--- src/rtl/bph_pkg.sv ---
`timescale 1ns / 1ps
`default_nettype none

package bph_pkg;

   // Request actions, as carried on req_tuser.
   localparam logic [1:0] ACT_BYTE   = 2'd0;
   localparam logic [1:0] ACT_THRESH = 2'd1;
   localparam logic [1:0] ACT_QUERY  = 2'd2;
   localparam logic [1:0] ACT_CLEAR  = 2'd3;

   // Commands passed from the parser to the table engine.
   localparam logic [1:0] OP_COUNT  = 2'd0;
   localparam logic [1:0] OP_THRESH = 2'd1;
   localparam logic [1:0] OP_QUERY  = 2'd2;
   localparam logic [1:0] OP_CLEAR  = 2'd3;

   // Result kinds, as carried on rsp_tuser.
   localparam logic [1:0] KIND_QUERY  = 2'd0;
   localparam logic [1:0] KIND_THRESH = 2'd1;
   localparam logic [1:0] KIND_CLEAR  = 2'd2;

   // Configuration register indexes.
   localparam logic [7:0] CSR_RANK_INDEX = 8'd0;
   localparam logic [7:0] CSR_MIN_LENGTH = 8'd1;

   localparam logic [15:0] RANK_RESET    = 16'd13107;
   localparam logic [7:0]  MIN_LEN_RESET = 8'd54;

   // Protocol constants.
   localparam logic [15:0] ETH_IPV4  = 16'h0800;
   localparam logic [15:0] ETH_VLAN  = 16'h8100;
   localparam logic [7:0]  PROTO_TCP = 8'd6;
   localparam logic [7:0]  PROTO_UDP = 8'd17;
   localparam logic [4:0]  IP_START_PLAIN = 5'd14;
   localparam logic [4:0]  IP_START_VLAN  = 5'd18;

   localparam int PAIR_INDEX_WIDTH = 16;
   localparam int RESULT_WIDTH     = 32;
   localparam int QUEUE_DEPTH      = 4;
   localparam int QUEUE_PTR_WIDTH  = 2;

   typedef struct packed {
      logic [1:0]                  op;
      logic [PAIR_INDEX_WIDTH-1:0] index;
   } cmd_type;

   typedef struct packed {
      logic init_busy;
   } engine_status_type;

endpackage

`default_nettype wire

--- src/rtl/bph_queue.sv ---
`timescale 1ns / 1ps
`default_nettype none

module bph_queue (
   input  wire logic             clock,
   input  wire logic             reset,
   input  wire logic             push,
   input  wire bph_pkg::cmd_type push_cmd,
   output logic                  full,
   input  wire logic             pop,
   output logic                  not_empty,
   output bph_pkg::cmd_type      head
);

   bph_pkg::cmd_type                     entry_ff [bph_pkg::QUEUE_DEPTH];
   logic [bph_pkg::QUEUE_PTR_WIDTH-1:0] wptr_ff, wptr_in;
   logic [bph_pkg::QUEUE_PTR_WIDTH-1:0] rptr_ff, rptr_in;
   logic [bph_pkg::QUEUE_PTR_WIDTH:0]   fill_ff, fill_in;

   assign full      = (fill_ff == (bph_pkg::QUEUE_PTR_WIDTH+1)'(bph_pkg::QUEUE_DEPTH));
   assign not_empty = (fill_ff != '0);
   assign head      = entry_ff[rptr_ff];

   // Pointer and fill bookkeeping.
   always_comb begin
      wptr_in = push ? wptr_ff + 1'b1 : wptr_ff;
      rptr_in = pop ? rptr_ff + 1'b1 : rptr_ff;
      fill_in = fill_ff;
      if (push && !pop) begin
         fill_in = fill_ff + 1'b1;
      end else if (pop && !push) begin
         fill_in = fill_ff - 1'b1;
      end
   end

   always_ff @(posedge clock) begin
      if (reset) begin
         wptr_ff <= '0;
         rptr_ff <= '0;
         fill_ff <= '0;
      end else begin
         wptr_ff <= wptr_in;
         rptr_ff <= rptr_in;
         fill_ff <= fill_in;
      end
   end

   // Entry storage.
   always_ff @(posedge clock) begin
      if (push) begin
         entry_ff[wptr_ff] <= push_cmd;
      end
   end

endmodule

`default_nettype wire

--- config.mk ---
export PLATFORM = sky130hd
export DESIGN_NAME = bph_queue
export DESIGN_NICKNAME = d
export VERILOG_FILES = /design/src/rtl/bph_pkg.sv /design/src/rtl/bph_queue.sv
export SDC_FILE = /design/constraint.sdc
export NUM_CORES = 1
export LEC_CHECK = 0
export ABC_AREA = 1
export BUFFER_PORTS_ARGS = -buffer_cell sky130_fd_sc_hd__buf_2
export CAP_MARGIN = 20
export CORE_UTILIZATION = 45
export DETAILED_ROUTE_END_ITERATION = 16
export SETUP_SLACK_MARGIN = 0.3
export SLEW_MARGIN = 10
export SYNTH_ARGS = -nofsm -noshare
export SYNTH_HDL_FRONTEND = slang
export SYNTH_SLANG_ARGS = --single-unit
--- constraint.sdc ---
create_clock -name clock -period 1.89 [get_ports clock]
set_input_delay 0.189 -clock clock [delete_from_list [all_inputs] [get_ports clock]]
set_output_delay 0.189 -clock clock [all_outputs]
set_load 0.01 [all_outputs]
# == Yosys cells after proc, flatten, opt, wreduce, memory -nomap -nowiden ==
# Memory sizes are Yosys's and may differ from the RTL's. A register that Yosys moved wholly into a read port is not among the register bits.
# Index checks and enable logic that the tools add are counted.
# Widths: inputs -> output; s select.
# word_totals
elab_cells,21
output_inout_bits,20
register_bits,7
in_bits,22
memories,1
ram_bits,72
# mem_list
memory,depth,word_bits,rd,rd_ports_with_merged_regs,write_ports,line_no,rtl
entry_ff,4,18,1,1,1,bph_queue.sv:15,bph_pkg::cmd_type entry_ff [bph_pkg::QUEUE_DEPTH];
# classes
n_mux,6
reduce_logical,6
n_eq_ne,1
n_addsub,4
# ops
operator,n
$mux 3,2
$add 2x1->2 const B,2
$mux 2,2
$add 3x1->3 const B,1
$eq 3x3->1 const B,1
$reduce_bool 3->1,1
$sub 3x1->3 const B,1
$logic_and 1x1->1,2
$logic_not 1->1,2
$mux 1,2
$reduce_bool 2->1,1

# == Depth between registers and ports, before layout ==
# logic_depth
depth_word,4
ltp_mapped,10
depth_no_buf,10

# == Worst setup path after synthesis ==
# No wires, ideal clock.
# synth_path
path_type,register -> register
startpoint,register wptr_ff[0] (netlist name)
endpoint,"memory entry_ff[2][0] (netlist name), enable pin"
setup_ps,373
stages_incl_launch_ff,5
path_slack_ps,563
n_path_buf,0
required_time_ps,1517
arrival_time_ps,955
synth_period_minus_slack_ps,1327
path_cell_list,dfxtp_1 inv_1 ha_1 nand2_1 inv_1
# synth_rtl
item,line_no,rtl
"start, declared",bph_queue.sv:16,"logic [bph_pkg::QUEUE_PTR_WIDTH-1:0] wptr_ff, wptr_in;"
"start signal, assigned",bph_queue.sv:42,wptr_ff <= wptr_in;
"end, declared",bph_queue.sv:15,
# Straight into the memory's write port.

==> impl_metrics.env <==
export IMPL_end_kind="output pin"
export IMPL_powerDensity_nw_per_um2=981
export IMPL_finalCriticalPeriod_ns=1.55
export IMPL_via_per_inst=4.89
export IMPL_r2r_start="wptr_ff[0]"
export IMPL_dieArea_um2=7350
export IMPL_drv_cap=0
export IMPL_fp_row_count=30
export IMPL_drtIter0Drc=107
export IMPL_cts_tree="built"
export IMPL_detail_route_drc_violations=0
export IMPL_grt_antenna_before_repair=0
export IMPL_final_core_util_pct=55.2
export IMPL_slew_headroom_pct=77.0
export IMPL_htree_levels=3
export IMPL_crit_fanout=18
export IMPL_ys_seq_area_share_pct=74.2
export IMPL_core_area_um2=6790
export IMPL_start_util_pct=46.4
export IMPL_syn_inst=233
export IMPL_syn_avg_cell_area_um2=13.5
export IMPL_worst_path_max_delay_cell="dfxtp_4"
export IMPL_p_total_mw=3.67
export IMPL_layout_nets=316
export IMPL_ir_drop_v=0.000424
export IMPL_rr_worst_depth=4
export IMPL_arrival_ns=1.36
export IMPL_wl_per_cell_um=14.6
export IMPL_ant_nets=0
export IMPL_timing_fmax_mhz=646
export IMPL_die_w_um=85.7
export IMPL_skew_ns=0.00901
export IMPL_via_count=1901
export IMPL_fin_setup_tns_ns=0
export IMPL_fin_crit_sh_pct=81.9
export IMPL_hold_depth=1
export IMPL_crit_type="reg2out"
export IMPL_crit_family="flip-flops"
export IMPL_ys_ff_latch=81
export IMPL_crit_path_cell_trace="buf_12 -> inv_16 -> o21ai_0 -> o22ai_1 -> buf_2"
export IMPL_min_to="entry_ff[0][17]"
export IMPL_die_h_um=85.7
export IMPL_worstPathBufferInverterCount=3
export IMPL_min_from="push_cmd[17]"
export IMPL_worstReg2RegEnd="entry_ff[3][5]"
export IMPL_grt_ovfl_total=0
export IMPL_synth_area_um2=3160
export IMPL_hp_class="in2reg"
export IMPL_clock_root_buffer="clkbuf_8"
export IMPL_rsz0062_at_grt="yes"
export IMPL_report_final_setup_viol=0
export IMPL_ctsLongestPathBuffers=2
export IMPL_cts_buffers=9
export IMPL_start_kind="flop"
export IMPL_grt_use_total_pct=16.8
export IMPL_drive_gt1_share_pct=24.2
export IMPL_grt_pass1_vias=1796
export IMPL_hold_viol_final=0
export IMPL_cts_sinks=81
export IMPL_syn2layout_area_growth_pct=18.8
export IMPL_place_area_um2=3460
export IMPL_synth_nets=261
export IMPL_gp_congestion=0.710
export IMPL_synth_cell_type_count=19
export IMPL_ios=42
export IMPL_port_buffers=41
export IMPL_cp_required_ns=1.70
export IMPL_grt_max_degree=23
export IMPL_n_antenna_cell=0
export IMPL_design_area_um2=3750
export IMPL_report_final_slew_viol_count=0
export IMPL_fillerInstances=580
export IMPL_cp_slowest_stage_delay_ns=0.40
export IMPL_regToRegSetupSlack_ns=0.56
export IMPL_leakagePower_nw=1.42
export IMPL_wl_um=5670
export IMPL_grt_first_pass_wirelength_um=8960
export IMPL_hpwl_um=3480
export IMPL_ys_warnings_count=0
export IMPL_first_pass_iters=4
export IMPL_worstMarginPinSlew_ns=0.344
export IMPL_status="finished clean"
export IMPL_clock_latency_ns=0.34
export IMPL_clk_pin_slew_worst_paths_ns=0.08
==> layer usage <==
metal / track usage (%) / up-vias / part of all wire (%)
met5: 0 / - / 0
met4: 8.64 / 0 / 2.0
met3: 3.85 / 8 / 3.2
met2: 25.9 / 35 / 48
met1: 22.6 / 907 / 47
li1: - / 951 / -
==> area by class of cell <==
| class | instances | area, um2 | share of cell area, % |
|---|---|---|---|
| tap | 96 | 120 | 3.21 |
| inverter | 17 | 85.1 | 2.27 |
| timing repair buffer | 53 | 357 | 9.52 |
| sequential | 81 | 2350 | 62.7 |
| multi-input combinational | 125 | 639 | 17.1 |
| clock inverter | 7 | 61.3 | 1.64 |
| timing repair inverter | 1 | 11.3 | 0.301 |
| clock buffer | 9 | 124 | 3.31 |
==> cell usage in the layout, fill, tap and decap left out, drive strengths merged <==
cell / count
a21oi: 3
buf: 51
bufinv: 1
clkbuf: 10
clkinv: 7
dfxtp: 9
dlygate4sd3: 1
edfxtp: 72
fa: 1
ha: 5
inv: 17
nand2: 10
nand3: 1
nand4: 1
nor2: 43
nor3: 1
o21ai: 41
o22ai: 18
xor2: 1
==> registers in the layout, summed over array words and instances (netlist names), named ones only <==
register,cells
fill_ff,3
entry_ff,72
wptr_ff,2
rptr_ff,2
==> where the power goes <==
group / switching (mW) / internal, mW
logic: 0.252 / 0.169
registers: 0.0342 / 2.03
clock network: 0.588 / 0.597
==> kinds of logic after synthesis <==
logic type	Yosys count	synth area share, %
buf+inv	27	5.51
flops	81	74.2
xor+xnor	1	0.278
fa+ha+maj	6	2.62
compound gates	62	10.5
simple gates	56	6.82
==> Yosys cell counts <==
master	number	share of area (%)
inv_1	15	1.8
ha_1	5	2.0
nand3_1	1	0.16
clkinv_2	1	0.16
edfxtp_1	72	69
fa_1	1	0.63
buf_4	3	0.71
dfxtp_1	9	5.7
inv_8	1	0.36
o21ai_0	26	4.1
o21ai_1	15	2.4
a21oi_1	3	0.48
xor2_1	1	0.28
nor3_1	1	0.16
nand4_1	1	0.20
nor2_1	43	5.1
o22ai_1	18	3.6
buf_6	7	2.5
nand2_1	10	1.2
==> how the worst max path moves through the flow <==
stage	start	end	slack (ns)	cells past startpoint
floorplan	wptr_ff[0]	entry_ff[2][0]	0.56	4
global placement	push	fill_ff[2]	0.49	10
detailed placement	push	fill_ff[1]	0.46	6
CTS	flop	head[0]	0.29	4
global route	flop	head[15]	0.25	5
finish	flop	head[15]	0.34	5
==> through the flow <==
stage	cells	setup slack, ns	hold slack [ns]
floorplan	233	0.563	0.261
global placement	369	0.494	0.361
detailed placement	369	0.460	0.365
CTS	387	0.294	0.0452
global route	389	0.255	0.0409
finish	389	0.341	0.0620
==> repair_timing <==
action                                  4_1_cts  5_1_grt
resized for setup                            11        7
setup buffers                                 0        1
pin swaps                                     0        1
endpoints found under the hold margin         1        0
hold buffers                                  1        0
gates cloned                                  1        1
endpoints found under the setup margin       18       18
No activity file was read; power rests on OpenSTA's default activity.
