**src/rtl/bph_pkg.sv**
```systemverilog
`timescale 1ns / 1ps
`default_nettype none

package bph_pkg;

   // Request actions, as carried on req_tuser.
   localparam logic [1:0] ACT_BYTE   = 2'd0;
   localparam logic [1:0] ACT_THRESH = 2'd1;
   localparam logic [1:0] ACT_QUERY  = 2'd2;
   localparam logic [1:0] ACT_CLEAR  = 2'd3;

   // Commands passed from the parser to the table engine.
   localparam logic [1:0] OP_COUNT  = 2'd0;
   localparam logic [1:0] OP_THRESH = 2'd1;
   localparam logic [1:0] OP_QUERY  = 2'd2;
   localparam logic [1:0] OP_CLEAR  = 2'd3;

   // Result kinds, as carried on rsp_tuser.
   localparam logic [1:0] KIND_QUERY  = 2'd0;
   localparam logic [1:0] KIND_THRESH = 2'd1;
   localparam logic [1:0] KIND_CLEAR  = 2'd2;

   // Configuration register indexes.
   localparam logic [7:0] CSR_RANK_INDEX = 8'd0;
   localparam logic [7:0] CSR_MIN_LENGTH = 8'd1;

   localparam logic [15:0] RANK_RESET    = 16'd13107;
   localparam logic [7:0]  MIN_LEN_RESET = 8'd54;

   // Protocol constants.
   localparam logic [15:0] ETH_IPV4  = 16'h0800;
   localparam logic [15:0] ETH_VLAN  = 16'h8100;
   localparam logic [7:0]  PROTO_TCP = 8'd6;
   localparam logic [7:0]  PROTO_UDP = 8'd17;
   localparam logic [4:0]  IP_START_PLAIN = 5'd14;
   localparam logic [4:0]  IP_START_VLAN  = 5'd18;

   localparam int PAIR_INDEX_WIDTH = 16;
   localparam int RESULT_WIDTH     = 32;
   localparam int QUEUE_DEPTH      = 4;
   localparam int QUEUE_PTR_WIDTH  = 2;

   typedef struct packed {
      logic [1:0]                  op;
      logic [PAIR_INDEX_WIDTH-1:0] index;
   } cmd_type;

   typedef struct packed {
      logic init_busy;
   } engine_status_type;

endpackage

`default_nettype wire

```
**src/rtl/bph_front.sv**
```systemverilog
`timescale 1ns / 1ps
`default_nettype none

module bph_front (
   input  wire logic                        clock,
   input  wire logic                        reset,
   input  wire logic                        in_valid,
   output logic                             in_ready,
   input  wire logic [1:0]                  in_action,
   input  wire logic [7:0]                  in_byte,
   input  wire logic [15:0]                 in_flen,
   input  wire logic                        in_last,
   input  wire logic [7:0]                  in_first,
   input  wire logic [7:0]                  in_second,
   input  wire logic [7:0]                  min_len,
   input  wire bph_pkg::engine_status_type  status,
   input  wire logic                        queue_full,
   output logic                             push,
   output bph_pkg::cmd_type                 push_cmd
);

   logic [15:0] off_ff, off_in;
   logic [4:0]  ips_ff, ips_in;
   logic [5:0]  ihb_ff, ihb_in;
   logic [15:0] tot_ff, tot_in;
   logic [7:0]  proto_ff, proto_in;
   logic [15:0] ps_ff, ps_in;
   logic [15:0] pe_ff, pe_in;
   logic [7:0]  prev_ff, prev_in;
   logic        acc_ff, acc_in;
   logic [7:0]  eth_ff, eth_in;
   logic        take;
   logic        emit;

   assign in_ready = !queue_full && !status.init_busy;
   assign take     = in_valid && in_ready;

   // Header parser and payload pair extraction for one frame word.
   always_comb begin
      logic [15:0] r;
      logic [16:0] e;
      logic [5:0]  th;
      logic        cnt;
      off_in   = off_ff;
      ips_in   = ips_ff;
      ihb_in   = ihb_ff;
      tot_in   = tot_ff;
      proto_in = proto_ff;
      ps_in    = ps_ff;
      pe_in    = pe_ff;
      prev_in  = prev_ff;
      acc_in   = acc_ff;
      eth_in   = eth_ff;
      emit     = 1'b0;
      r        = off_ff - {11'd0, ips_ff};
      e        = {12'd0, ips_ff} + {1'b0, tot_ff[15:8], in_byte};
      th       = {in_byte[7:4], 2'b00};
      if (off_ff == 16'd0) begin
         acc_in = (in_flen >= {8'd0, min_len});
      end
      if (acc_in) begin
         if (off_ff == 16'd12) begin
            eth_in = in_byte;
         end else if (off_ff == 16'd13) begin
            if ({eth_ff, in_byte} == bph_pkg::ETH_IPV4) begin
               ips_in = bph_pkg::IP_START_PLAIN;
            end else if ({eth_ff, in_byte} == bph_pkg::ETH_VLAN) begin
               ips_in = bph_pkg::IP_START_VLAN;
            end else begin
               acc_in = 1'b0;
            end
         end else if (ips_ff == bph_pkg::IP_START_VLAN && off_ff == 16'd16) begin
            eth_in = in_byte;
         end else if (ips_ff == bph_pkg::IP_START_VLAN && off_ff == 16'd17) begin
            if ({eth_ff, in_byte} != bph_pkg::ETH_IPV4) begin
               acc_in = 1'b0;
            end
         end else if (off_ff >= 16'd14 && off_ff >= {11'd0, ips_ff}) begin
            if (r == 16'd0) begin
               ihb_in = {in_byte[3:0], 2'b00};
               if (in_byte[7:4] != 4'd4 || {in_byte[3:0], 2'b00} < 6'd20) begin
                  acc_in = 1'b0;
               end
            end else if (r == 16'd2) begin
               tot_in = {in_byte, 8'd0};
            end else if (r == 16'd3) begin
               tot_in = {tot_ff[15:8], in_byte};
               pe_in  = e[16] ? 16'hFFFF : e[15:0];
            end else if (r == 16'd9) begin
               proto_in = in_byte;
               if (in_byte == bph_pkg::PROTO_UDP) begin
                  ps_in = {11'd0, ips_ff} + {10'd0, ihb_ff} + 16'd8;
               end else if (in_byte != bph_pkg::PROTO_TCP) begin
                  acc_in = 1'b0;
               end
            end else if (proto_ff == bph_pkg::PROTO_TCP &&
                         r == {10'd0, ihb_ff} + 16'd12) begin
               if (th < 6'd20) begin
                  acc_in = 1'b0;
               end else begin
                  ps_in = {11'd0, ips_ff} + {10'd0, ihb_ff} + {10'd0, th};
               end
            end
         end
      end
      // Payload bytes: every byte after the first forms a pair with the one before.
      cnt = acc_in && ps_in != 16'd0 && off_ff >= ps_in && off_ff < pe_in &&
            off_ff < in_flen;
      if (cnt) begin
         emit    = (off_ff > ps_in);
         prev_in = in_byte;
      end
      if (in_last) begin
         off_in   = 16'd0;
         ips_in   = bph_pkg::IP_START_PLAIN;
         ihb_in   = 6'd0;
         tot_in   = 16'd0;
         proto_in = 8'd0;
         ps_in    = 16'd0;
         pe_in    = 16'd0;
         prev_in  = 8'd0;
         acc_in   = 1'b0;
         eth_in   = 8'd0;
      end else if (off_ff != 16'hFFFF) begin
         off_in = off_ff + 16'd1;
      end
   end

   // Command toward the table engine.
   always_comb begin
      push           = 1'b0;
      push_cmd.op    = bph_pkg::OP_COUNT;
      push_cmd.index = {prev_ff, in_byte};
      if (take) begin
         case (in_action)
            bph_pkg::ACT_BYTE: begin
               push = emit;
            end
            bph_pkg::ACT_THRESH: begin
               push        = 1'b1;
               push_cmd.op = bph_pkg::OP_THRESH;
            end
            bph_pkg::ACT_QUERY: begin
               push           = 1'b1;
               push_cmd.op    = bph_pkg::OP_QUERY;
               push_cmd.index = {in_first, in_second};
            end
            default: begin
               push        = 1'b1;
               push_cmd.op = bph_pkg::OP_CLEAR;
            end
         endcase
      end
   end

   // Parser state advances on frame words only.
   always_ff @(posedge clock) begin
      if (reset) begin
         off_ff   <= 16'd0;
         ips_ff   <= bph_pkg::IP_START_PLAIN;
         ihb_ff   <= 6'd0;
         tot_ff   <= 16'd0;
         proto_ff <= 8'd0;
         ps_ff    <= 16'd0;
         pe_ff    <= 16'd0;
         prev_ff  <= 8'd0;
         acc_ff   <= 1'b0;
         eth_ff   <= 8'd0;
      end else if (take && in_action == bph_pkg::ACT_BYTE) begin
         off_ff   <= off_in;
         ips_ff   <= ips_in;
         ihb_ff   <= ihb_in;
         tot_ff   <= tot_in;
         proto_ff <= proto_in;
         ps_ff    <= ps_in;
         pe_ff    <= pe_in;
         prev_ff  <= prev_in;
         acc_ff   <= acc_in;
         eth_ff   <= eth_in;
      end
   end

endmodule

`default_nettype wire

```
**config.mk**
```make
export PLATFORM = sky130hd
export DESIGN_NAME = bph_front
export DESIGN_NICKNAME = d
export VERILOG_FILES = /design/src/rtl/bph_pkg.sv /design/src/rtl/bph_front.sv
export SDC_FILE = /design/constraint.sdc
export NUM_CORES = 1
export LEC_CHECK = 0
export BUFFER_PORTS_ARGS = -buffer_cell sky130_fd_sc_hd__buf_2
export CELL_PAD_IN_SITES_DETAIL_PLACEMENT = 1
export CELL_PAD_IN_SITES_GLOBAL_PLACEMENT = 2
export CORE_MARGIN = 2
export CORE_UTILIZATION = 32
export CTS_CLUSTER_DIAMETER = 100
export DETAILED_ROUTE_END_ITERATION = 10
export PLACE_DENSITY_LB_ADDON = 0.1
export SYNTH_ARGS = -nofsm -noshare
export SYNTH_HDL_FRONTEND = slang
export SYNTH_SLANG_ARGS = --single-unit
```
**constraint.sdc**
```tcl
create_clock -name clock -period 4.8 [get_ports clock]
set_input_delay 0.48 -clock clock [delete_from_list [all_inputs] [get_ports clock]]
set_output_delay 0.48 -clock clock [all_outputs]
set_load 0.05 [all_outputs]
```
* Yosys cells after proc, flatten, opt, wreduce, memory -nomap -nowiden
Cells that the tools add are included.
** Word-level totals
- Logic and storage cells :: 183
- Bits in registers :: 92
- Output and inout port bits :: 20
- Input bits :: 56
** Operators by class
- Order comparisons :: 9
- Reductions and logical operators :: 35
- Equality and inequality tests :: 27
- Muxes and demuxes :: 95
- Add/sub/neg operators :: 7
** Operators by type and width (number)
- two-way mux 16 bit :: 37
- two-way mux 8 bit :: 19
- == test 16 x 4 -> 1 bit (second input constant) :: 3
- two-way mux 6 bit :: 8
- == test 16 x 2 -> 1 bit (second input constant) :: 2
- == test 16 x 5 -> 1 bit (second input constant) :: 2
- logical NOT 16 bit :: 2
- < comparator 16 bit :: 2
- two-way mux 5 bit :: 6
- two-way mux 1 bit :: 23
- two-way mux 18 bit :: 1
- adder 5 x 16 -> 17 bit :: 1
- adder 16 x 1 -> 16 bit (second input constant) :: 1
- adder 16 x 4 -> 16 bit (second input constant) :: 1
- == test 16 x 12 -> 1 bit (second input constant) :: 1
- == test 16 bit (second input constant) :: 1
- == test 16 x 7 -> 1 bit :: 1
- greater-or-equal comparator 16 bit :: 1
- greater-or-equal comparator 16 x 4 -> 1 bit (second input constant) :: 1
- greater-or-equal comparator 16 x 5 -> 1 bit :: 1
- greater-or-equal comparator 16 x 8 -> 1 bit :: 1
- > comparator 16 bit :: 1
- inequality test 16 x 12 -> 1 bit (second input constant) :: 1
- inequality test 16 bit (second input constant) :: 1
- 28 further kinds :: 55

* Longest topological paths before layout
Gate-level depths: netlist (run 1).
- Depth in word-level cells :: 22
- Gate-level depth with buffers :: 24
- Gate-level depth less buffers :: 23

* Least setup slack after synthesis (run 1)
No wires, ideal clock.
- Path type :: register to output
- Start :: reg ips_ff[3]
- End :: out push
- Path buffers :: 0
- Slack :: -461 ps
- Cell stages (with the launch flop) :: 21
- Data required time :: 4320 ps
- Data arrival time :: 4781 ps
- Cells stage by stage :: dfxtp_1 inv_1 ha_1 a211oi_2 nor2_1 or3_1 a31oi_1 nand4_2 inv_2 mux2i_1 ha_1 a21o_1 a211oi_1 o22ai_1 nor2_1 o21ai_0 a31o_2 nor4_2 o31ai_4 nor2_1 o311a_1
** Between the ends
- Cells in the longest elaborated chain, start to end :: 22
- Elaborated cells between the ends (all ways) :: 61
- Those cells by class :: add/sub (5); order compare (4); eq/ne (5); mux (37); reduce/logical (10)
** Ends and longest elaborated chain
- from (decl) :: RTL line bph_front.sv:23 : logic [4:0] ips_ff, ips_in;
- from (signal assigned) :: RTL line bph_front.sv:160 : ips_ff <= bph_pkg::IP_START_PLAIN;
- from (signal assigned) :: RTL line bph_front.sv:171 : ips_ff <= ips_in;
- branches (longest 19 deep; another with adder 16 x 4 -> 16 bit)
- two-way mux 1 bit (*) :: RTL line bph_front.sv:109 : if (cnt) begin
- two-way mux 1 bit (*) :: RTL line bph_front.sv:135 : case (in_action)
- two-way mux 1 bit (*) :: RTL line bph_front.sv:134 : if (take) begin
- to (decl) :: RTL line bph_front.sv:18 : output logic push,
Mark *: on every way between the ends.

* Final worst setup path (run 1)
Ends and elaborated chain as after synthesis.

==> summary.md, run 1 <==
| Metric | Value |
|---|---|
| Clock power frac | `0.445` |
| H-tree levels | `3` |
| # port buffers | `75` |
| Root buf cell | `clkbuf_16` |
| Clock-pin slew on the worst setup and hold paths | `0.07 ns` |
| Skew-Pair Late Insertion Delay | `0.35 ns` |
| Largest net degree at the start of global routing | `59` |
| Slowest Stage Delay on Critical Path | `0.61 ns` |
| Iteration-0 DRC Markers | `305` |
| Area of the die | `roughly 23,000 um^2` |
| First-pass GRT wire length | `42,750 um` |
| Final Max Slew Viols | `0` |
| Wire per inst | `19.03 um` |
| DRC Markers | `0` |
| Synth top area cells | `dfxtp_1 (24%), ha_1 (13%), nor2_1 (7.3%)` |
| Drt pass-1 iters | `4` |
| R2R cell count | `24` |
| Hold Crit Depth | `2` |
| Unrepaired setup endpoints after global routing | `true` |
| Mean post-synth cell area | `7.954 um^2` |
| Gpl congestion | `0.8274` |
| DP Wirelength | `~21,000 um` |
| Yosys warns | `0` |
| Rows | `54` |
| Core ar. | `21,820 um^2` |
| Clock buffer depth | `2` |
| Crit end category | `output pin` |
| Final TNS setup | `-0.5368 ns` |
| Clk_skew | `roughly 0.011 ns` |
| Sequential cell area | `about 1700 um^2` |
| Pleak | `4.371 nW` |
| Slew HR | `0.2073` |
| Final core utilization | `0.4435` |
| Vert. Die Dim | `153.1 um` |
| Critical path type | `flop to output pin` |
| Top-area cell type share of the netlist area | `0.2449` |
| Kind of cell adding the most delay to the critical path | `compound AO/OA/AOI/OAI gates` |
| Top-count cell post-synth | `nor2_1` |
| GRT Util Overall | `0.2295` |
| Vias in the first global route | `7,662` |
| Reg2reg setup slack | `-0.02 ns` |
| Tcrit/Tclk final | `1.086` |
| Failing checks | `negative setup slack` |
| I/O pins | `76` |
| Final setup viols | `9` |
| Pint | `1.205 mW` |
| Ys async rst share | `0` |
| Share of power burned in registers | `0.436` |
| Worst EP required | `about 4.3 ns` |
| Fraction of layout cells with a size suffix above 1 | `0.3253` |
| Outcome | `finished, violations left` |
| Worst path arrival time | `4.73 ns` |
| Synth unique cells | `85` |
| Hold EP | `pe_ff[4]` |
| Number of synthesized flops with an enable pin | `0` |
| CTS tree | `yes` |
| Initial core utilization | `0.3258` |
| Layout area overhead | `36.11%` |
| Cell at the slowest stage of the critical path | `fa_2` |
| Multi-input logic area | `5375 um^2` |
| Combinational share of power | `0.118` |
| Routed vias | `~7,400` |
| ANT cells | `0` |
| Buf/Inv on CP | `3` |
| Hold Crit Class | `flop to flop` |
| Yosys reg bits | `87` |
| Startpoint Class | `flop` |
| Inserted Clock Buffers | `9` |
| Number of vias per cell | `around 5.2` |
| Seq/Total Area, Yosys | `0.2449` |
| WL final | `26,740 um` |
| Fmax | `~190 MHz` |
| CTS sink cnt | `87` |
| Met1 GRT Util | `0.3123` |
| M3 GR Usage | `0.02467` |
| Top post-synthesis cells by count | `nor2_1 (139), dfxtp_1 (87), a21oi_1 (74), ha_1 (74), nand2_1 (59)` |
| Yosys top cell by area | `dfxtp_1` |
| Hold path start | `pe_ff[4]` |
| Routing usage on met2 | `0.3924` |
| Critical path, cell by cell | `inv_4 -> fa_2 -> xor2_1 -> and4_1 -> nand4_1 -> nor3_2 -> nand4_1 -> a21o_4 -> buf_4 -> nand2_1 -> ha_1 -> a21o_1 -> a21o_1 -> a2111oi_4 -> a31o_2 -> nor4_4 -> o31ai_4 -> nor2_2 -> o311a_4 -> buf_8` |
| Pwr per Cell Area | `between 150 and 200 nW/um^2` |
| Switching Share | `0.2716` |
| Chip Width | `between 150 and 200 um` |
| Overflow after GRT | `0` |
| VDD IR max | `around 160 uV` |
| Main synth FF type | `dfxtp_1` |
| Fill cells | `2,683` |
| Detail Route Antenna Nets | `0` |
| CP max FO | `9` |
| Busiest layer in global routing | `met2` |
| Reg2reg end | `prev_ff[7]` |
| Hold Violations, Final | `0` |
| Post-Syn Area | `7111 um^2` |
| Initial antenna violation count | `0` |
| Switch Pwr | `0.4495 mW` |
| Min Hold Slack | `just under 0.5 ns` |
| Synth Net Count | `1,028` |
| Max-cap violation count | `0` |
| Crit path time final | `5.214 ns` |
| Reg2reg start | `ips_ff[3]` |
| Worst slew pin tran | `1.181 ns` |
| Final #Nets | `1,254` |
| Syn Inst Count | `894` |
| Final setup margin | `-0.4141 ns` |
[through the flow]
| step | setup slack, ns | total power [mW] | instance area, um^2 | instances |
|---|---|---|---|---|
| 5_1_grt | -0.6976 | 1.721 | 9678 | 1405 |
| 2_1_floorplan | 0.008731 | 0.8454 | 7206 | 894 |
| 3_3_place_gp | -0.5278 | 0.9310 | 8934 | 1371 |
| 4_1_cts | -0.5710 | 1.675 | 9588 | 1402 |
| 3_5_place_dp | -0.6344 | 0.9327 | 8934 | 1371 |
| 6_report | -0.4141 | 1.655 | 9678 | 1405 |
[power by group through the flow]
stage          clock network [mW]  logic (mW)  registers (mW)
4_1_cts                     0.755       0.198           0.722
5_1_grt                     0.784       0.215           0.722
2_1_floorplan                   0       0.106           0.739
3_5_place_dp                    0       0.193           0.739
3_3_place_gp                    0       0.192           0.739
6_report                    0.737       0.196           0.722
[worst max-delay path by stage]
stage,startpoint,end,slack [ns],depth (start not counted)
after detailed placement,ips_ff[3],push,-0.63,21
after global placement,ips_ff[3],push,-0.53,22
after global routing,ips_ff[3],push,-0.70,23
final,ips_ff[3],push,-0.41,20
after floorplan,ips_ff[3],push,0.009,20
after CTS,ips_ff[3],push,-0.57,21
[worst reg2reg max path: stages, from the launching register on]
cell	delay, ns
dfxtp_4	0.38
inv_4	0.06
ha_4	0.28
ha_1	0.15
nand4b_1	0.10
o211ai_1	0.15
a31oi_1	0.16
nor4_1	0.28
buf_4	0.19
nand4_4	0.21
mux2i_2	0.29
ha_1	0.28
a21o_1	0.16
a21o_1	0.20
a211oi_4	0.23
o22ai_1	0.10
nor2_1	0.09
o21ai_1	0.08
a31o_2	0.24
nor4_4	0.18
o31ai_4	0.12
buf_4	0.14
buf_4	0.15
or3_1	0.36
a31oi_1	0.17
[repair_timing]
action                                  in CTS  in global routing
pin swaps                                   26                 11
hold buffers                                 0                  0
gates resized for setup                     52                 13
endpoints found under the setup margin       9                  9
setup buffers                               14                  3
cloned                                       1                  0
[kinds of logic (layout without fill, tap and decap cells)]
group | count (synthesis) | after routing | share of synthesized area
AND/OR/NAND/NOR | 371 | 372 | 0.2657
adder cells (fa/ha/maj) | 78 | 78 | 0.1415
multiplexers | 49 | 49 | 0.07162
buffers and inverters | 78 | 308 | 0.04804
flip-flops | 87 | 87 | 0.2449
XOR/XNOR | 38 | 38 | 0.04874
AO/OA/AOI/OAI | 193 | 193 | 0.1795
[layout make-up]
cell class                 count  share of cell area
multi-input combinational    730              0.5554
sequential                    87              0.1807
timing repair buffer         248              0.1791
tap                          280             0.03620
clock buffer                  10             0.02366
inverter                      44             0.01784
clock inverter                 6            0.007111
[cell usage in the layout (no fill, tap or decap), types with 15 or more instances in the layout]
| cell | count |
|---|---|
| buf_4 | 167 |
| nor2_1 | 136 |
| dfxtp_1 | 83 |
| buf_2 | 74 |
| ha_1 | 68 |
| a21oi_1 | 65 |
| nand2_1 | 59 |
| inv_1 | 42 |
| mux2i_1 | 31 |
| nand3_1 | 24 |
| nand4_1 | 24 |
| o21ai_0 | 23 |
| xnor2_1 | 21 |
| nor2b_1 | 19 |
| a21o_1 | 18 |
| xor2_1 | 16 |
| mux2_2 | 15 |
[sequential cells by signal (all words and copies together), names as in the netlist, 2 cells and up]
| register | cells |
|---|---|
| off_ff | 16 |
| pe_ff | 16 |
| ps_ff | 16 |
| eth_ff | 8 |
| prev_ff | 8 |
| proto_ff | 8 |
| tot_ff | 8 |
| ihb_ff | 4 |
| ips_ff | 2 |
[layer usage]
layer  vias up  wire length [um]
met5         -                 0
met4         0               359
met3        21               865
met2       118             12630
met1      3569             12890
li1       3652                 -
Power figures use the tool's default switching activity.
==> run 2: changes to the inputs <==
Settings changed: CELL_PAD_IN_SITES_GLOBAL_PLACEMENT 2 to 1, CORE_UTILIZATION 32 to 41.
==> run 2 against run 1 <==
  * The flow still finishes with violations (negative setup slack)
  * Utilization grew 12 points
  * Clock power shrank 2%
  * Critical path type unchanged
  * Critical endpoint unchanged
  * Cell count down 4.3%
  * Largest cell class unchanged
  * Largest power group unchanged
  * Final area is 0.80% lower
==> summary.md, run 2 (synthesis gave the netlist of run 1 again) <==
| Metric | Value |
|---|---|
| Outcome | `finished, violations left (unchanged)` |
| Failing checks | `negative setup slack (unchanged)` |
| WL final | `27,180 um (was 26,740 um)` |
| Crit path time final | `5.336 ns (was 5.214 ns)` |
| Core ar. | `17,120 um^2 (was 21,820 um^2)` |
| Final Max Slew Viols | `0 (unchanged)` |
| GRT Util Overall | `0.2957 (was 0.2295)` |
| DP Wirelength | `20,060 um (was 20,960 um)` |
| Worst path arrival time | `4.86 ns (was 4.73 ns)` |
| Hold Crit Class | `input port to flop (was flop to flop)` |
| Routed vias | `7,633 (was 7,360)` |
| Multi-input logic area | `5420 um^2 (was 5375 um^2)` |
| Cell at the slowest stage of the critical path | `nor4b_1 (was fa_2)` |
| Pwr per Cell Area | `171.3 nW/um^2 (was 171.0 nW/um^2)` |
| Sequential cell area | `1749 um^2 (unchanged)` |
| Final setup viols | `9 (unchanged)` |
| Share of power burned in registers | `0.439 (was 0.436)` |
| Min Hold Slack | `0.4789 ns (was 0.4911 ns)` |
| Commonest non-fill, non-tap cell in the layout | `buf_4 (unchanged)` |
| Worst EP required | `4.32 ns (about the same)` |
| Tcrit/Tclk final | `1.112 (was 1.086)` |
| Slowest Stage Delay on Critical Path | `0.55 ns (was 0.61 ns)` |
| Number of vias per cell | `5.675 (was 5.238)` |
| Fraction of layout cells with a size suffix above 1 | `0.3330 (was 0.3253)` |
| Post-Layout Cell Count | `1,345 (was 1,405)` |
| CP max FO | `10 (was 9)` |
| DRC Markers | `0 (unchanged)` |
| Hold-fix buffers at CTS | `0 (unchanged)` |
| CTS sink cnt | `87 (unchanged)` |
| ANT cells | `0 (unchanged)` |
| Vias in the first global route | `7,812 (was 7,662)` |
| Clock buffer depth | `2 (unchanged)` |
| Root buf cell | `clkbuf_16 (unchanged)` |
| # port buffers | `75 (unchanged)` |
| Inserted Clock Buffers | `9 (unchanged)` |
| Skew-Pair Late Insertion Delay | `0.36 ns (was 0.35 ns)` |
| Critical path type | `flop to output pin (unchanged)` |
| Clock power frac | `0.440 (was 0.445)` |
| Final setup margin | `-0.5357 ns (was -0.4141 ns)` |
| Worst slew pin tran | `1.183 ns (was 1.181 ns)` |
| Fill cells | `2,092 (was 2,683)` |
| I/O pins | `76 (unchanged)` |
| Finished Cell Area | `9600 um^2 (was 9678 um^2)` |
| Area of the die | `18,410 um^2 (was 23,430 um^2)` |
| Initial antenna violation count | `0 (unchanged)` |
| Largest net degree at the start of global routing | `59 (unchanged)` |
| Pleak | `4.360 nW (was 4.371 nW)` |
| Hold Violations, Final | `0 (unchanged)` |
| H-tree levels | `3 (unchanged)` |
| Gpl congestion | `0.8923 (was 0.8274)` |
| Switch Pwr | `0.4616 mW (was 0.4495 mW)` |
| First-pass GRT wire length | `41,990 um (was 42,750 um)` |
| Layout area overhead | `35.02% (was 36.11%)` |
| Critical path, cell by cell | `buf_4 -> nor4b_1 -> a32oi_1 -> a31oi_1 -> nor4_1 -> buf_4 -> nand4_4 -> clkinv_4 -> buf_4 -> o211a_1 -> a21oi_1 -> ha_1 -> a211oi_2 -> nand2_1 -> nor2_1 -> o21ai_1 -> a31o_2 -> nor4_4 -> o31ai_4 -> nor2_2 -> o311a_4 -> buf_8 (was inv_4 -> fa_2 -> xor2_1 -> and4_1 -> nand4_1 -> nor3_2 -> nand4_1 -> a21o_4 -> buf_4 -> nand2_1 -> ha_1 -> a21o_1 -> a21o_1 -> a2111oi_4 -> a31o_2 -> nor4_4 -> o31ai_4 -> nor2_2 -> o311a_4 -> buf_8)` |
| Chip Width | `135.7 um (was 153.1 um)` |
| Drt pass-1 iters | `4 (unchanged)` |
| Rows | `48 (was 54)` |
| Slew HR | `0.2061 (was 0.2073)` |
| Power consumption | `1.644 mW (was 1.655 mW)` |
| Commonest non-fill, non-tap cells in the layout | `buf_4 (164), nor2_1 (135), dfxtp_1 (83) (was buf_4 (167), nor2_1 (136), dfxtp_1 (83))` |
| Max-cap violation count | `0 (unchanged)` |
| CTS tree | `yes (unchanged)` |
| Clk_skew | `0.01403 ns (was 0.01118 ns)` |
| Unrepaired setup endpoints after global routing | `true (unchanged)` |
| Vert. Die Dim | `135.7 um (was 153.1 um)` |
| Initial core utilization | `0.4154 (was 0.3258)` |
| Switching Share | `0.2807 (was 0.2716)` |
| Final core utilization | `0.5609 (was 0.4435)` |
| Area after DPL | `8857 um^2 (was 8934 um^2)` |
| Detail Route Antenna Nets | `0 (unchanged)` |
| Placed Instances | `1,315 (was 1,371)` |
| Worst path most repeated cell | `buf_4` |
| Combinational share of power | `0.121 (was 0.118)` |
| Buf/Inv on CP | `5 (was 3)` |
| Startpoint Class | `flop (unchanged)` |
| Crit end category | `output pin (unchanged)` |
| Overflow after GRT | `0 (unchanged)` |
| Fmax | `187.4 MHz (was 191.8 MHz)` |
| Iteration-0 DRC Markers | `419 (was 305)` |
| Clock-pin slew on the worst setup and hold paths | `0.07 ns (about the same)` |
| VDD IR max | `224.2 uV (was 158.8 uV)` |
| Top flop regs | `off_ff x16, pe_ff x16, ps_ff x16 (unchanged)` |
| Kind of cell adding the most delay to the critical path | `compound AO/OA/AOI/OAI gates (unchanged)` |
| Wire per inst | `20.21 um (was 19.03 um)` |
| Pint | `1.183 mW (was 1.205 mW)` |
| Final #Nets | `1,249 (was 1,254)` |
==> run 2: changes by cell type in the layout (fill, tap and decap cells not counted), sizes merged <==
| cell | change |
|---|---|
| clkinvlp | +1 |
| clkbuf | +1 |
| buf | -4 |
| inv | +1 |
| clkinv | -2 |
| bufinv | -1 |
| nand4 | -1 |
==> run 2: power by group through the flow <==
stage                     Combinational (mW)  Sequential, mW  Clock (mW)
after floorplan                        0.106           0.739           0
after global placement                 0.187           0.739           0
after detailed placement               0.190           0.739           0
after CTS                              0.197           0.722       0.729
after global routing                   0.217           0.722       0.756
final                                  0.198           0.722       0.724
==> run 2: per-stage QoR <==
step	setup WS (ns)	setup TNS (ns)
after CTS	-0.5468	-0.5561
final	-0.5357	-0.7786
after detailed placement	-0.4520	-1.512
after global placement	-0.3536	-0.6271
after floorplan	0.008731	0
after global routing	-0.7024	-2.240
==> run 2: repair_timing <==
action                                  4_1_cts  5_1_grt
buffers inserted                             15        0
endpoints found under the setup margin        9        9
resized for setup                            66       15
pin swaps                                    40       15
==> run 2: final timing paths <==
kind,startpoint,to,slack [ns],cells after the start
max,off_ff[2],push,-0.54,22
min,in_byte[0],prev_ff[0],0.48,2
max reg2reg,off_ff[2],prev_ff[0],-0.04,22
min reg2reg,proto_ff[2],proto_ff[2],0.49,2
==> run 2: area by class of cell <==
class                   count  area share
clock buffers              11     0.02633
clock inverters             5    0.004170
inverters                  44     0.01825
multi-input cells         729      0.5646
flip-flops and latches     87      0.1822
well taps                 225     0.02932
repair buffers            244      0.1752
==> run 2: layer usage <==
layer  vias to the layer above  part of all wire  global-route usage
met5                         -                 0                   0
met4                         0             0.032              0.1065
met3                        55             0.042             0.03105
met2                       208              0.48              0.5208
met1                      3733              0.44              0.3731
li1                       3637                 -                   -
==> run 3: changes to the inputs <==
--- a/config.mk
+++ b/config.mk
@@ -7,4 +7,5 @@
 export LEC_CHECK = 0
 export BUFFER_PORTS_ARGS = -buffer_cell sky130_fd_sc_hd__buf_2
+export CAP_MARGIN = 40
 export CELL_PAD_IN_SITES_DETAIL_PLACEMENT = 1
 export CELL_PAD_IN_SITES_GLOBAL_PLACEMENT = 1
==> constraint.sdc (replaced) <==
create_clock -name clock -period 4.8 [get_ports clock]
set_input_delay 0.48 -clock clock [delete_from_list [all_inputs] [get_ports clock]]
set_output_delay 0.48 -clock clock [all_outputs]
set_load 0.005 [all_outputs]
==> run 3 against run 2 <==
  * The flow still finishes with violations (negative setup slack)
  * Cell count is 1.9% lower
  * Sequential cell count stayed put
  * Clock skew is 0.0026 ns lower
  * Critical path type unchanged
  * Largest cell class unchanged
  * Highest routed layer unchanged
==> summary.md, run 3 (synthesis gave the netlist of run 1 again) <==
| Metric | Value |
|---|---|
| Place WS | `-0.3437 ns (was -0.4520 ns)` |
| Reg2reg setup slack | `0.04 ns (was -0.04 ns)` |
| Switching Share | `0.2710 (was 0.2807)` |
| Vert. Die Dim | `135.7 um (unchanged)` |
| DP Wirelength | `19,660 um (was 20,060 um)` |
| Number of vias per cell | `5.670 (was 5.675)` |
| First-pass GRT wire length | `40,850 um (was 41,990 um)` |
| Final Max Slew Viols | `0 (unchanged)` |
| Gpl congestion | `0.8943 (was 0.8923)` |
| Worst path arrival time | `4.68 ns (was 4.86 ns)` |
| Clock buffer depth | `2 (unchanged)` |
| Area of the die | `18,410 um^2 (unchanged)` |
| Pint | `1.208 mW (was 1.183 mW)` |
| Pleak | `4.222 nW (was 4.360 nW)` |
| Final setup margin | `-0.3624 ns (was -0.5357 ns)` |
| CTS tree | `yes (unchanged)` |
| Detail Route Antenna Nets | `0 (unchanged)` |
| H-tree levels | `3 (unchanged)` |
| Pwr per Cell Area | `176.7 nW/um^2 (was 171.3 nW/um^2)` |
| Wire per inst | `19.63 um (was 20.21 um)` |
| Final core utilization | `0.5480 (was 0.5609)` |
| Top flop regs | `off_ff x16, pe_ff x16, ps_ff x16 (unchanged)` |
| Hold-fix buffers at CTS | `0 (unchanged)` |
| VDD IR max | `190.8 uV (was 224.2 uV)` |
| ANT cells | `0 (unchanged)` |
| Critical path origin | `ips_ff[3] (was off_ff[2])` |
| Final #Nets | `1,224 (was 1,249)` |
| Iteration-0 DRC Markers | `332 (was 419)` |
| Min Hold Slack | `0.4567 ns (was 0.4789 ns)` |
| Max-cap violation count | `0 (unchanged)` |
| Overflow after GRT | `0 (unchanged)` |
| Routed vias | `7,485 (was 7,633)` |
| Vias in the first global route | `7,517 (was 7,812)` |
| Commonest non-fill, non-tap cells in the layout | `nor2_1 (136), buf_4 (136), dfxtp_1 (84) (was buf_4 (164), nor2_1 (135), dfxtp_1 (83))` |
| Fmax | `193.7 MHz (was 187.4 MHz)` |
| Layout area overhead | `31.92% (was 35.02%)` |
| Final TNS setup | `-0.3624 ns (was -0.7786 ns)` |
| Combinational share of power | `0.104 (was 0.121)` |
| # port buffers | `75 (unchanged)` |
| Share of power burned in registers | `0.436 (was 0.439)` |
| Inserted Clock Buffers | `9 (unchanged)` |
| Rows | `48 (unchanged)` |
| Multi-input logic area | `5375 um^2 (was 5420 um^2)` |
| Initial core utilization | `0.4154 (unchanged)` |
| CTS sink cnt | `87 (unchanged)` |
| Post-Layout Cell Count | `1,320 (was 1,345)` |
| Critical path type | `flop to output pin (unchanged)` |
| Crit path time final | `5.162 ns (was 5.336 ns)` |
| Skew-Pair Late Insertion Delay | `0.37 ns (was 0.36 ns)` |
| Hold Violations, Final | `0 (unchanged)` |
| Finished Cell Area | `9380 um^2 (was 9600 um^2)` |
| Final setup viols | `1 (was 9)` |
| Root buf cell | `clkbuf_16 (unchanged)` |
| Sequential cell area | `1748 um^2 (was 1749 um^2)` |
| Worst slew pin tran | `0.8920 ns (was 1.183 ns)` |
| Clock power frac | `0.460 (was 0.440)` |
| Outcome | `finished, violations left (unchanged)` |
| Drt pass-1 iters | `5 (was 4)` |
| Fraction of layout cells with a size suffix above 1 | `0.3096 (was 0.3330)` |
| Initial antenna violation count | `0 (unchanged)` |
| GRT Util Overall | `0.2869 (was 0.2957)` |
| Placed Instances | `1,287 (was 1,315)` |
| WL final | `25,910 um (was 27,180 um)` |
| Clk_skew | `0.01147 ns (was 0.01403 ns)` |
| Crit end category | `output pin (unchanged)` |
| I/O pins | `76 (unchanged)` |
| Startpoint Class | `flop (unchanged)` |
| Largest net degree at the start of global routing | `43 (was 59)` |
| Unrepaired setup endpoints after global routing | `true (unchanged)` |
| Failing checks | `negative setup slack (unchanged)` |
| Slew HR | `0.4032 (was 0.2061)` |
| Fill cells | `2,137 (was 2,092)` |
| Tcrit/Tclk final | `1.076 (was 1.112)` |
| Clock-pin slew on the worst setup and hold paths | `0.07 ns (about the same)` |
| Chip Width | `135.7 um (unchanged)` |
| Power consumption | `1.657 mW (was 1.644 mW)` |
| Switch Pwr | `0.4491 mW (was 0.4616 mW)` |
| CP max FO | `6 (was 10)` |
| Core ar. | `17,120 um^2 (unchanged)` |
| Hold Crit Class | `input port to flop (unchanged)` |
| DRC Markers | `0 (unchanged)` |
| Reg2reg start | `ips_ff[3] (was off_ff[2])` |
| Area after DPL | `8616 um^2 (was 8857 um^2)` |
| Worst EP required | `4.32 ns (about the same)` |
| Hold path start | `in_byte[0] (unchanged)` |
[run 3: cell types whose count changed in the layout (fill, tap and decap cells not counted), sizes merged]
cell,delta
clkinv,-2
inv,+3
bufinv,+1
buf,-26
clkbuf,-2
nand4,+1
[run 3: layout make-up]
cell class                      instances  share of cell area
Multi-Input combinational cell        730              0.5730
Sequential cell                        87              0.1863
Timing Repair Buffer                  218              0.1591
Tap cell                              225             0.03001
Clock buffer                            9             0.02401
Inverter                               44             0.01841
Clock inverter                          7            0.009070
[run 3: worst paths after layout]
path,to,cells after the start
worst min register to register,ps_ff[1],2
worst max-delay path,push,25
worst max register to register,prev_ff[3],24
worst min-delay path,prev_ff[0],2
[run 3: critical path, stage by stage (launching register included)]
cell and delay (ns):
dfxtp_4 0.39, inv_6 0.05, ha_4 0.28, ha_1 0.17
nand4b_1 0.12, o211ai_1 0.15, a31oi_1 0.15, nor4_1 0.28
buf_4 0.19, nand4_4 0.23, inv_4 0.15, buf_4 0.14
o211a_1 0.15, a21oi_1 0.06, ha_1 0.32, nand3_1 0.10
nor2_1 0.11, nand2_1 0.07, buf_4 0.13, nor3_1 0.20
o31a_1 0.23, nor4_4 0.07, o31ai_4 0.09, nor2_2 0.06
o311a_1 0.28, buf_2 0.12
[run 3: routing by layer]
layer  track usage  wire length (um)
met2        0.4910             12310
met4        0.1007               765
met5             0                 0
met3       0.03105              1259
met1        0.3741             11570
[run 3: repair_timing]
action / 4_1_cts / 5_1_grt
gates cloned: 1 / 0
pin swaps: 12 / 25
buffers inserted: 4 / 12
gates resized for setup: 45 / 28
setup endpoints to repair: 9 / 9
endpoints found under the hold margin: 0 / 0
[run 3: power groups by stage]
stage	clock, mW	sequential (mW)	combinational (mW)
floorplan	0	0.739	0.0846
global placement	0	0.740	0.162
detailed placement	0	0.740	0.165
CTS	0.771	0.723	0.170
global route	0.802	0.722	0.189
finish	0.763	0.722	0.172
